[src/hw/rtl/ult_pkg.sv]
// Package for the unsorted list table: sizes, command codes and the
// request and response payload types. No dependencies.
package ult_pkg;

   localparam int CAPACITY    = 32;
   localparam int ITEM_WIDTH  = 16;
   localparam int ADDR_WIDTH  = $clog2(CAPACITY);
   localparam int COUNT_WIDTH = $clog2(CAPACITY + 1);

   localparam logic [2:0] CMD_EMPTY    = 3'd0;
   localparam logic [2:0] CMD_PUT      = 3'd1;
   localparam logic [2:0] CMD_GET      = 3'd2;
   localparam logic [2:0] CMD_DELETE   = 3'd3;
   localparam logic [2:0] CMD_SHIFT    = 3'd4;
   localparam logic [2:0] CMD_RESET_IT = 3'd5;
   localparam logic [2:0] CMD_NEXT     = 3'd6;

   typedef struct packed {
      logic [2:0]            command;
      logic [ITEM_WIDTH-1:0] item_value;
   } req_type;

   typedef struct packed {
      logic [ITEM_WIDTH-1:0]  item_out;
      logic                   found;
      logic [COUNT_WIDTH-1:0] count;
      logic                   is_full;
      logic                   error;
   } rsp_type;

endpackage

[src/hw/rtl/ult_ram.sv]
// Generic single-clock RAM: one write port, one read port, registered read data.
// No dependencies.
module ult_ram #(
   parameter int WIDTH = 16,
   parameter int DEPTH = 32
) (
   input  logic                     clock,
   input  logic                     wr_en,
   input  logic [$clog2(DEPTH)-1:0] wr_addr,
   input  logic [WIDTH-1:0]         wr_data,
   input  logic                     rd_en,
   input  logic [$clog2(DEPTH)-1:0] rd_addr,
   output logic [WIDTH-1:0]         rd_data
);

   logic [WIDTH-1:0] mem_ff [DEPTH];
   logic [WIDTH-1:0] rd_data_ff;

   always_ff @(posedge clock) begin
      if (wr_en) begin
         mem_ff[wr_addr] <= wr_data;
      end
      if (rd_en) begin
         rd_data_ff <= mem_ff[rd_addr];
      end
   end

   assign rd_data = rd_data_ff;

endmodule

[src/hw/rtl/unsorted_list_table.sv]
// Unsorted list table: entries in one RAM, walked one read per cycle.
// Empty, put, reset-iterator, next-past-end, the unused command, and get, delete or shift
// right with nothing to walk go straight to the output stage; next reads one entry; get
// and delete walk the list (a get hit ends early); shift right walks it, then moves the
// old last entry to the front. One command at a time; a new command is taken once the
// previous result is in the output register. Synchronous reset clears count and iterator.
module unsorted_list_table (
   input  logic             clock,
   input  logic             reset,
   input  logic             req_valid,
   output logic             req_ready,
   input  ult_pkg::req_type req_data,
   output logic             rsp_valid,
   input  logic             rsp_ready,
   output ult_pkg::rsp_type rsp_data
);
   import ult_pkg::*;

   localparam logic [1:0] ST_IDLE = 2'd0;
   localparam logic [1:0] ST_RUN  = 2'd1;
   localparam logic [1:0] ST_FIX  = 2'd2;
   localparam logic [1:0] ST_DONE = 2'd3;

   localparam logic [COUNT_WIDTH-1:0] CAP_COUNT = COUNT_WIDTH'(CAPACITY);
   localparam logic [COUNT_WIDTH-1:0] ONE       = COUNT_WIDTH'(1);

   logic [1:0]             state_ff, state_in;
   logic [2:0]             cmd_ff, cmd_in;
   logic [ITEM_WIDTH-1:0]  key_ff, key_in;
   logic [COUNT_WIDTH-1:0] count_ff, count_in;
   logic [COUNT_WIDTH-1:0] rpos_ff, rpos_in;
   logic [COUNT_WIDTH-1:0] idx_ff, idx_in;
   logic [COUNT_WIDTH-1:0] keep_ff, keep_in;
   logic                   issue_ff, issue_in;
   logic                   dvld_ff;
   logic [ADDR_WIDTH-1:0]  didx_ff;
   logic [ITEM_WIDTH-1:0]  last_ff, last_in;
   logic [ITEM_WIDTH-1:0]  res_item_ff, res_item_in;
   logic                   res_found_ff, res_found_in;
   logic                   res_error_ff, res_error_in;
   logic                   rsp_valid_ff, rsp_valid_in;
   rsp_type                rsp_ff, rsp_in;

   logic                   req_xfer;
   logic                   out_free;
   logic                   rd_en;
   logic [ADDR_WIDTH-1:0]  rd_addr;
   logic [ITEM_WIDTH-1:0]  rd_data;
   logic                   wr_en;
   logic [ADDR_WIDTH-1:0]  wr_addr;
   logic [ITEM_WIDTH-1:0]  wr_data;
   logic                   last_data;

   ult_ram #(
      .WIDTH (ITEM_WIDTH),
      .DEPTH (CAPACITY)
   ) u_entries (
      .clock   (clock),
      .wr_en   (wr_en),
      .wr_addr (wr_addr),
      .wr_data (wr_data),
      .rd_en   (rd_en),
      .rd_addr (rd_addr),
      .rd_data (rd_data)
   );

   assign req_ready = (state_ff == ST_IDLE);
   assign req_xfer  = req_valid && req_ready;
   assign out_free  = !rsp_valid_ff || rsp_ready;
   assign rd_en     = (state_ff == ST_RUN) && issue_ff;
   assign rd_addr   = idx_ff[ADDR_WIDTH-1:0];
   // final read data of a walk is handled in the same cycle the walk ends
   assign last_data = dvld_ff && !issue_ff;

   always_comb begin
      state_in     = state_ff;
      cmd_in       = cmd_ff;
      key_in       = key_ff;
      count_in     = count_ff;
      rpos_in      = rpos_ff;
      idx_in       = idx_ff;
      keep_in      = keep_ff;
      issue_in     = issue_ff;
      last_in      = last_ff;
      res_item_in  = res_item_ff;
      res_found_in = res_found_ff;
      res_error_in = res_error_ff;
      rsp_valid_in = rsp_valid_ff && !rsp_ready;
      rsp_in       = rsp_ff;
      wr_en        = 1'b0;
      wr_addr      = '0;
      wr_data      = '0;

      unique case (state_ff)
         ST_IDLE: begin
            if (req_xfer) begin
               cmd_in       = req_data.command;
               key_in       = req_data.item_value;
               res_item_in  = '0;
               res_found_in = 1'b0;
               res_error_in = 1'b0;
               keep_in      = '0;
               state_in     = ST_DONE;
               case (req_data.command)
                  CMD_EMPTY: begin
                     count_in = '0;
                  end
                  CMD_PUT: begin
                     if (count_ff == CAP_COUNT) begin
                        res_error_in = 1'b1;
                     end else begin
                        wr_en    = 1'b1;
                        wr_addr  = count_ff[ADDR_WIDTH-1:0];
                        wr_data  = req_data.item_value;
                        count_in = count_ff + ONE;
                     end
                  end
                  CMD_GET: begin
                     res_item_in = req_data.item_value;
                     idx_in      = '0;
                     issue_in    = 1'b1;
                     if (count_ff != '0) begin
                        state_in = ST_RUN;
                     end
                  end
                  CMD_DELETE: begin
                     idx_in   = '0;
                     issue_in = 1'b1;
                     if (count_ff != '0) begin
                        state_in = ST_RUN;
                     end
                  end
                  CMD_SHIFT: begin
                     idx_in   = count_ff - ONE;
                     issue_in = 1'b1;
                     if (count_ff > ONE) begin
                        state_in = ST_RUN;
                     end
                  end
                  CMD_RESET_IT: begin
                     rpos_in = '0;
                  end
                  CMD_NEXT: begin
                     idx_in   = rpos_ff;
                     issue_in = 1'b1;
                     if (rpos_ff < count_ff) begin
                        state_in = ST_RUN;
                     end else begin
                        res_error_in = 1'b1;
                     end
                  end
                  default: begin
                  end
               endcase
            end
         end

         ST_RUN: begin
            // read issue side
            if (issue_ff) begin
               case (cmd_ff) inside
                  CMD_GET, CMD_DELETE: begin
                     idx_in   = idx_ff + ONE;
                     issue_in = (idx_ff + ONE) < count_ff;
                  end
                  CMD_SHIFT: begin
                     idx_in   = idx_ff - ONE;
                     issue_in = (idx_ff != '0);
                  end
                  default: begin
                     issue_in = 1'b0;
                  end
               endcase
            end
            // read data side
            case (cmd_ff)
               CMD_GET: begin
                  if (dvld_ff && rd_data == key_ff) begin
                     res_found_in = 1'b1;
                     res_item_in  = rd_data;
                     issue_in     = 1'b0;
                     state_in     = ST_DONE;
                  end else if (last_data) begin
                     state_in = ST_DONE;
                  end
               end
               CMD_DELETE: begin
                  if (dvld_ff && rd_data != key_ff) begin
                     wr_en   = 1'b1;
                     wr_addr = keep_ff[ADDR_WIDTH-1:0];
                     wr_data = rd_data;
                     keep_in = keep_ff + ONE;
                  end
                  if (last_data) begin
                     count_in = keep_in;
                     state_in = ST_DONE;
                  end
               end
               CMD_SHIFT: begin
                  if (dvld_ff) begin
                     if (COUNT_WIDTH'(didx_ff) == count_ff - ONE) begin
                        last_in = rd_data;
                     end else begin
                        wr_en   = 1'b1;
                        wr_addr = didx_ff + ADDR_WIDTH'(1);
                        wr_data = rd_data;
                     end
                  end
                  if (last_data) begin
                     state_in = ST_FIX;
                  end
               end
               default: begin
                  if (dvld_ff) begin
                     res_item_in = rd_data;
                     rpos_in     = rpos_ff + ONE;
                     state_in    = ST_DONE;
                  end
               end
            endcase
         end

         ST_FIX: begin
            // old last entry lands at the front
            wr_en    = 1'b1;
            wr_addr  = '0;
            wr_data  = last_ff;
            state_in = ST_DONE;
         end

         ST_DONE: begin
            if (out_free) begin
               rsp_valid_in     = 1'b1;
               rsp_in.item_out  = res_item_ff;
               rsp_in.found     = res_found_ff;
               rsp_in.count     = count_ff;
               rsp_in.is_full   = (count_ff == CAP_COUNT);
               rsp_in.error     = res_error_ff;
               state_in         = ST_IDLE;
            end
         end

         default: begin
            state_in = ST_IDLE;
         end
      endcase
   end

   always_ff @(posedge clock) begin
      if (reset) begin
         state_ff     <= ST_IDLE;
         count_ff     <= '0;
         rpos_ff      <= '0;
         issue_ff     <= 1'b0;
         dvld_ff      <= 1'b0;
         rsp_valid_ff <= 1'b0;
      end else begin
         state_ff     <= state_in;
         count_ff     <= count_in;
         rpos_ff      <= rpos_in;
         issue_ff     <= issue_in;
         dvld_ff      <= rd_en;
         rsp_valid_ff <= rsp_valid_in;
      end
   end

   always_ff @(posedge clock) begin
      cmd_ff       <= cmd_in;
      key_ff       <= key_in;
      idx_ff       <= idx_in;
      keep_ff      <= keep_in;
      didx_ff      <= rd_addr;
      last_ff      <= last_in;
      res_item_ff  <= res_item_in;
      res_found_ff <= res_found_in;
      res_error_ff <= res_error_in;
      rsp_ff       <= rsp_in;
   end

   assign rsp_valid = rsp_valid_ff;
   assign rsp_data  = rsp_ff;

endmodule

[config.mk]
export PLATFORM = sky130hd
export DESIGN_NAME = unsorted_list_table
export DESIGN_NICKNAME = d
export VERILOG_FILES = /design/src/hw/rtl/ult_pkg.sv /design/src/hw/rtl/ult_ram.sv /design/src/hw/rtl/unsorted_list_table.sv
export SDC_FILE = /design/constraint.sdc
export NUM_CORES = 1
export LEC_CHECK = 0
export BUFFER_PORTS_ARGS = -buffer_cell sky130_fd_sc_hd__buf_2
export CORE_MARGIN = 5
export CORE_UTILIZATION = 56
export DETAILED_ROUTE_END_ITERATION = 12
export PLACE_DENSITY = 0.76
export RECOVER_POWER = 25
export SLEW_MARGIN = 20
export SYNTH_ARGS = -nofsm -noshare
export SYNTH_HDL_FRONTEND = slang
export SYNTH_SLANG_ARGS = --single-unit
[constraint.sdc]
create_clock -name clock -period 3.6 [get_ports clock]
set_clock_uncertainty 0.05 [all_clocks]
set_input_delay 0.54 -clock clock [delete_from_list [all_inputs] [get_ports clock]]
set_output_delay 0.54 -clock clock [all_outputs]
set_load 0.02 [all_outputs]
==> flow_summary.yaml, run 1 <==
setup_path:
  crit_type: "flip-flop to flip-flop"
  slowest_delay_ns: 0.47
  cp_slowest_cell: "or3_1"
  worstPathCellList: "xor2_1, nor4_2, nand4_2, nor2b_1, a221o_1, buf_4, or3_1, nor2_1, buf_4"
  cp_max_fo: 8
  start_kind: "flip-flop"
  worstSetupEndpointType: "flip-flop"
  reg2regPathDepth: 9
  arrival_ns: 3.70
  worstPathRequired_ns: 3.86
  cpMostUsedCell: "buf_4"
cells_and_area:
  finish.instance_area_um2: 29700
  final_util_pct: 65.5
  fin_cells: 2099
  final_cell_mix: "edfxtp_1, mux4_2, buf_4"
  fill_cells: 2829
  layout_commonest_cell: "edfxtp_1"
  synthToLayoutAreaGrowth_pct: 16.0
  layout-drive-gt1-share_pct: 27.8
  final_nets: 1491
logic_synthesis:
  yosysTopAreaCell: "edfxtp_1"
  synthXorXnorAreaFrac_pct: 1.54
  yosysSeqAreaShare_pct: 74.3
  ys_seq_elements: 640
  synth_top_area_share_pct: 72.6
  ys_types: 57
  muxShareOfSynthArea_pct: 14.9
  synth-edff-count: 618
  async_flop_share_pct: 0
  ys.flop_type: "edfxtp_1"
  synth_compound_area_share_pct: 3.25
  synthAdderAreaFrac_pct: 1.03
  syn_area_per_cell_um2: 20.2
  yosysWarnings: 0
  synthCells: 1264
  synth_top_family_by_area: "multiplexers"
  yosys.area_share.simple_pct: 3.51
  synth_area_um2: 25600
  synth_fp_nets: 1308
  synth.top_cells.by_area: "edfxtp_1, mux4_2, dfxtp_1"
hold_path:
  hold_path_class: "input pin to flip-flop"
  worstHoldPathCells: 1
timing:
  tightest_slew_ns: 1.38
  slew_headroom_pct: 7.70
  max_freq_mhz: 290
  finalHoldViolCount: 0
  timing.final.crit_period_ns: 3.45
  setup_viol: 0
  fin_ws_ns: 0.154
  fin_crit_sh_pct: 95.7
  maxSlewViolCount: 0
grt:
  gr-total-overflow: 0
  grt_use_total_pct: 23.9
  antenna_found_initial: 1
  grt_max_degree: 52
  grt_pass1_wl_um: 89100
  grt_pass1_vias: 13700
clocking:
  cts.sinks: 640
  clk_pin_slew_ns: 0.07
  cts-buffers-inserted: 61
  cts_root_buf: "clkbuf_16"
  cts_tree: "built"
  clk_path_buf_depth: 3
  h-tree-depth: 2
  cts-hold-fix-buffers: 0
  clk_latency_ns: 0.63
placed_design:
  pre_cts_slack_ns: -0.137
  placed_cell_area_um2: 27600
  dpl.cell_count: 1981
  numPortBuffers: 49
  dp_hpwl_um: 35800
  place.gp.congestion: 0.875
pwr:
  switchingPower_mw: 3.90
  pwr-share-seq_pct: 49.3
  clockPowerShare_pct: 39.4
  ir_drop_v: 0.000406
  leakagePower_nw: 9.80
  internal-power_mw: 13.2
  p_per_area_nw_per_um2: 575
  combPwrFrac_pct: 11.3
  netSwitchingFraction_pct: 22.8
floorplan:
  boundaryPins: 50
  initial_core_util_pct: 56.5
  core_area_um2: 45300
  die_x_um: 224
  die_area_um2: 50000
  die_h_um: 224
  rows: 78
detailed_routing:
  via_per_inst: 6.43
  drcViolationCount: 0
  drt_iter0_drc: 1727
  drtPass1Iterations: 6
  wl_per_cell_um: 28.3
  vias: 13500
  routed_wl_um: 59300
  ant_nets: 0
run_status:
  status: "complete, no violations"
flow_run:
  cap_violations: 0
-- stage by stage --
stage / total power [mW] / TNS (ns) / hold slack [ns]
3_5_place_dp: 10.5 / -3.72 / 0.358
5_1_grt: 17.6 / -0.00405 / 0.124
3_3_place_gp: 10.5 / 0 / 0.351
4_1_cts: 17.2 / -5.85 / 0.0505
2_1_floorplan: 9.80 / -22.69 / 0.296
6_report: 17.1 / 0 / 0.119
-- per-layer routing --
layer	share of wire (%)	wire length (µm)	track usage, %
met4	3.2	1880	7.53
met3	8.8	5200	4.70
met2	51	30100	39.7
met1	37	22200	32.6
met5	0	0	0
-- power groups by stage --
| stage | logic [mW] | clock network, mW | registers [mW] |
|---|---|---|---|
| 5_1_grt | 2.05 | 7.15 | 8.42 |
| 3_5_place_dp | 1.95 | 0 | 8.57 |
| 6_report | 1.93 | 6.72 | 8.41 |
| 3_3_place_gp | 1.93 | 0 | 8.56 |
| 4_1_cts | 1.98 | 6.81 | 8.41 |
| 2_1_floorplan | 1.24 | 0 | 8.56 |
-- cells by family (layout without fill, tap and decap cells) --
| kind of cell | Yosys count | count (layout) |
|---|---|---|
| AOI/OAI and AO/OA | 113 | 113 |
| DFF | 640 | 640 |
| other | 0 | 1 |
| and+or+nand+nor | 171 | 171 |
| muxes | 178 | 178 |
| xor gates and xnor gates | 45 | 45 |
| buffers and inverters | 96 | 330 |
| adders and majority gates | 21 | 21 |
-- cells in the mapped netlist, types with 3 or more instances --
library cell,count
o21ai_0,17
nand2b_1,6
mux4_2,160
nand4_1,7
nor3_1,8
a211oi_1,5
ha_1,21
mux2_2,16
edfxtp_1,618
a22o_1,16
nor2_1,63
a221oi_1,5
a31oi_1,3
xnor2_1,19
buf_2,11
nor4_2,4
nor3_2,4
nand3_1,22
inv_1,29
nor2b_1,7
buf_1,13
a222oi_1,18
or3_1,6
clkbuf_1,42
and3_1,7
nand2_1,16
xor2_1,26
o22ai_1,5
dfxtp_1,22
a21oi_1,24
and2_1,7
-- path summary, 6_finish.rpt --
kind | to | from | slack (ns)
hold / removal | key_ff[4]$_DFFE_PP_ | req_data[4] | 0.12
hold reg to reg | rsp_data[16]$_DFFE_PP_ | res_item_ff[7]$_DFFE_PP_ | 0.37
setup reg to reg | u_entries.mem_ff[27][0]$_DFFE_PP_ | u_entries.rd_data[12]$_DFFE_PP_ | 0.15
setup / recovery | u_entries.mem_ff[27][0]$_DFFE_PP_ | u_entries.rd_data[12]$_DFFE_PP_ | 0.15
-- state kept, by name, summed over array words and instances, names as in the netlist, 2 cells and up --
name               count
count_ff               6
state_ff               2
key_ff                16
cmd_ff                 3
rpos_ff                6
u_entries.rd_data     16
last_ff               16
didx_ff                5
res_item_ff           16
rsp_data              25
u_entries.mem_ff     512
keep_ff                6
idx_ff                 6
-- final cells by class --
cell class                 instances  area [µm²]  area share [%]
sequential                       640       19000            64.1
clock inverter                    44         509            1.72
tap                              600         751            2.53
inverter                          30         113           0.380
antenna                            1        2.50         0.00844
multi-input combinational        528        6280            21.2
clock buffer                      70        1600            5.41
timing repair buffer             186        1400            4.71
-- worst max-delay path, delay by kind of cell, from the launching register on --
family                 cells  cell delay (ns)
AND/OR/NAND/NOR            5             1.56
flip-flops                 1             0.46
buffers and inverters      2             0.43
AO/OA/AOI/OAI              1             0.42
XOR/XNOR                   1             0.19
-- repair_timing --
item                       CTS  global route
setup buffers                0             3
pin swaps                    0             5
cloned                       0             0
resized for setup            2             7
hold endpoints to repair     0             0
setup endpoints to repair  121           275
Power figures use the tool's default switching activity.
==> run 2: changes to the inputs <==
- ABC_AREA: unset -> 1
==> run 2 against run 1 <==
Compared with the run above:
- the flow now finishes with violations (capacitance limit, slew limit)
- wire length increased by 11%
- critical endpoint is now u_entries.mem_ff[1][4]$_DFFE_PP_
- register-to-register slack better by 0.09 ns
- die area is 3.1% higher
- combinational power grew to 3.6 times the previous value
- sequential share of layout area about the same
- largest power group unchanged
- worst hold slack lost 0.037 ns
- via count rose by 29%
- synthesized cell count increased by 58%
- largest cell class unchanged
- maximum frequency increased by 2.6%
==> flow_summary.yaml, run 2 <==
run_status:
  status: "finished with violations"
  violations: "capacitance limit, slew limit"
cells_and_area:
  seqCellArea_um2: 19000
  regMostFlops: "u_entries.mem_ff"
  final_cell_mix: "edfxtp_1, nand2_1, nor2_1"
  fill_cells: 3337
  antenna_cells: 0
  synthToLayoutAreaGrowth_pct: 12.4
  multiInputGateArea_um2: 6440
  final_nets: 2120
  largest_reg_flops: 512
  layout-drive-gt1-share_pct: 10.1
  layout_commonest_cell: "edfxtp_1"
detailed_routing:
  drt_iter0_drc: 2287
  drtPass1Iterations: 6
  wl_met1_um: 25800
  via_per_inst: 6.38
  wl_met3_um: 6780
  met2WireLength_um: 30700
  wl_per_cell_um: 24.1
  drcViolationCount: 0
  vias: 17400
  highest_layer: "met4"
  ant_nets: 0
  routed_wl_um: 66000
floorplan:
  initial_core_util_pct: 56.7
  die_x_um: 227
  die_area_um2: 51600
  boundaryPins: 50
  core_area_um2: 46600
  die_h_um: 227
  rows: 79
pwr:
  combPwrFrac_pct: 30.3
  switchingPower_mw: 8.24
  clockPowerShare_pct: 28.5
  leakagePower_nw: 10.1
  ir_drop_v: 0.000566
  pwr-share-seq_pct: 41.2
  netSwitchingFraction_pct: 35.5
  p_per_area_nw_per_um2: 782
  internal-power_mw: 15.0
timing:
  fin_crit_sh_pct: 93.3
  slew_headroom_pct: -6.94
  max_freq_mhz: 298
  finalHoldViolCount: 0
  grt_setup_unrepaired: "false"
  maxSlewViolCount: 36
  tightest_slew_ns: 1.60
  hold_slack_ns: 0.0819
  timing.final.crit_period_ns: 3.36
  fin_ws_ns: 0.242
  setup_viol: 0
  fin_tns_setup_ns: 0
grt:
  grt_pass1_wl_um: 98800
  grt_pass1_vias: 16400
  gr-total-overflow: 0
  grt_use_total_pct: 25.2
  antenna_found_initial: 0
  grt_max_degree: 122
logic_synthesis:
  synth_area_um2: 26400
  ys_seq_elements: 640
  synth_top_area_share_pct: 70.3
  yosysSeqAreaShare_pct: 72.0
  yosysWarnings: 0
  yosysTopAreaCell: "edfxtp_1"
  ys_types: 45
  synthTopCellsByCount: "edfxtp_1, nand2_1, nor2_1"
  post-synth-top-count-cell: "edfxtp_1"
  ys.flop_type: "edfxtp_1"
  syn_area_per_cell_um2: 13.2
  synth_fp_nets: 2046
  synthCells: 2002
  synth.top_cells.by_area: "edfxtp_1, o221ai_1, nand2_1"
  synth-edff-count: 618
  async_flop_share_pct: 0
placed_design:
  numPortBuffers: 49
  pre_cts_slack_ns: 0.333
  dp_hpwl_um: 39800
  place.gp.congestion: 0.929
clocking:
  cts_resized: 0
  cts-buffers-inserted: 66
  clk_latency_ns: 0.60
  cts-hold-fix-buffers: 0
  cts.sinks: 640
  clk_path_buf_depth: 3
  postCtsSetupRepairBufs: 0
  cts_tree: "built"
  h-tree-depth: 3
  clk_pin_slew_ns: 0.06
  cts_root_buf: "clkbuf_16"
hold_path:
  hold_path_class: "input pin to flip-flop"
setup_path:
  cp_max_fo: 32
  crit_type: "flip-flop to flip-flop"
  worstSetupEndpointType: "flip-flop"
  start_kind: "flip-flop"
  worstPathRequired_ns: 3.69
  arrival_ns: 3.45
flow_run:
  cap_violations: 1
==> run 2: power groups by stage <==
stage | clock [mW] | sequential (mW) | combinational (mW)
3_3_place_gp | 0 | 9.66 | 6.75
2_1_floorplan | 0 | 9.64 | 4.34
3_5_place_dp | 0 | 9.68 | 6.89
5_1_grt | 7.02 | 9.59 | 7.50
4_1_cts | 6.72 | 9.53 | 6.94
6_report | 6.62 | 9.55 | 7.03
==> run 2: layout make-up <==
type                       count  share of cell area [%]
timing repair buffer         129                    2.93
multi-input combinational   1111                    21.7
clock buffer                  85                    6.06
tap                          607                    2.56
inverter                     128                    1.62
clock inverter                34                    1.08
sequential                   640                    64.0
==> run 2: final timing paths <==
check,startpoint,end,depth (start not counted),slack [ns]
setup / recovery,count_ff[1]$_SDFFE_PP0P_,u_entries.mem_ff[1][4]$_DFFE_PP_,15,0.24
hold / removal,req_data[4],key_ff[4]$_DFFE_PP_,1,0.08
setup reg to reg,count_ff[1]$_SDFFE_PP0P_,u_entries.mem_ff[1][4]$_DFFE_PP_,15,0.24
hold reg to reg,res_item_ff[8]$_DFFE_PP_,rsp_data[17]$_DFFE_PP_,0,0.37
==> run 2: through the flow <==
stage | utilization [%] | cells | power (mW) | area (µm²)
global route | 63.7 | 2734 | 24.1 | 29700
floorplan | - | 2002 | 14.0 | 26400
detailed placement | 59.4 | 2615 | 16.6 | 27700
global placement | 59.4 | 2615 | 16.4 | 27700
CTS | 64.0 | 2734 | 23.2 | 29800
finish | 63.7 | 2734 | 23.2 | 29700
==> run 2: kinds of logic after synthesis <==
family	after synthesis	synth area share [%]
buffers and inverters	251	3.64
xor gates and xnor gates	14	0.464
DFF	640	72.0
and+or+nand+nor	625	10.9
AOI/OAI and AO/OA	451	12.1
adders and majority gates	21	0.995
==> run 2: routing by layer <==
layer  track usage (%)  up-vias
li1                  -     7748
met1              35.7     8483
met2              38.5     1091
met3              5.26      126
met4              10.9        0
met5                 0        -
==> run 2: worst max-delay path, cell delays in order, from the launching register on <==
cell and delay (ns):
dfxtp_1 0.46, inv_1 0.22, ha_1 0.40, inv_1 0.05
nand2_1 0.05, nand2_1 0.05, nor2_1 0.08, nand3_1 0.09
nor2_2 0.10, nand3_2 0.15, nand2_1 0.09, nand2_1 0.09
clkbuf_4 0.25, nand3_1 0.10, o211ai_1 0.10, clkbuf_2 0.51
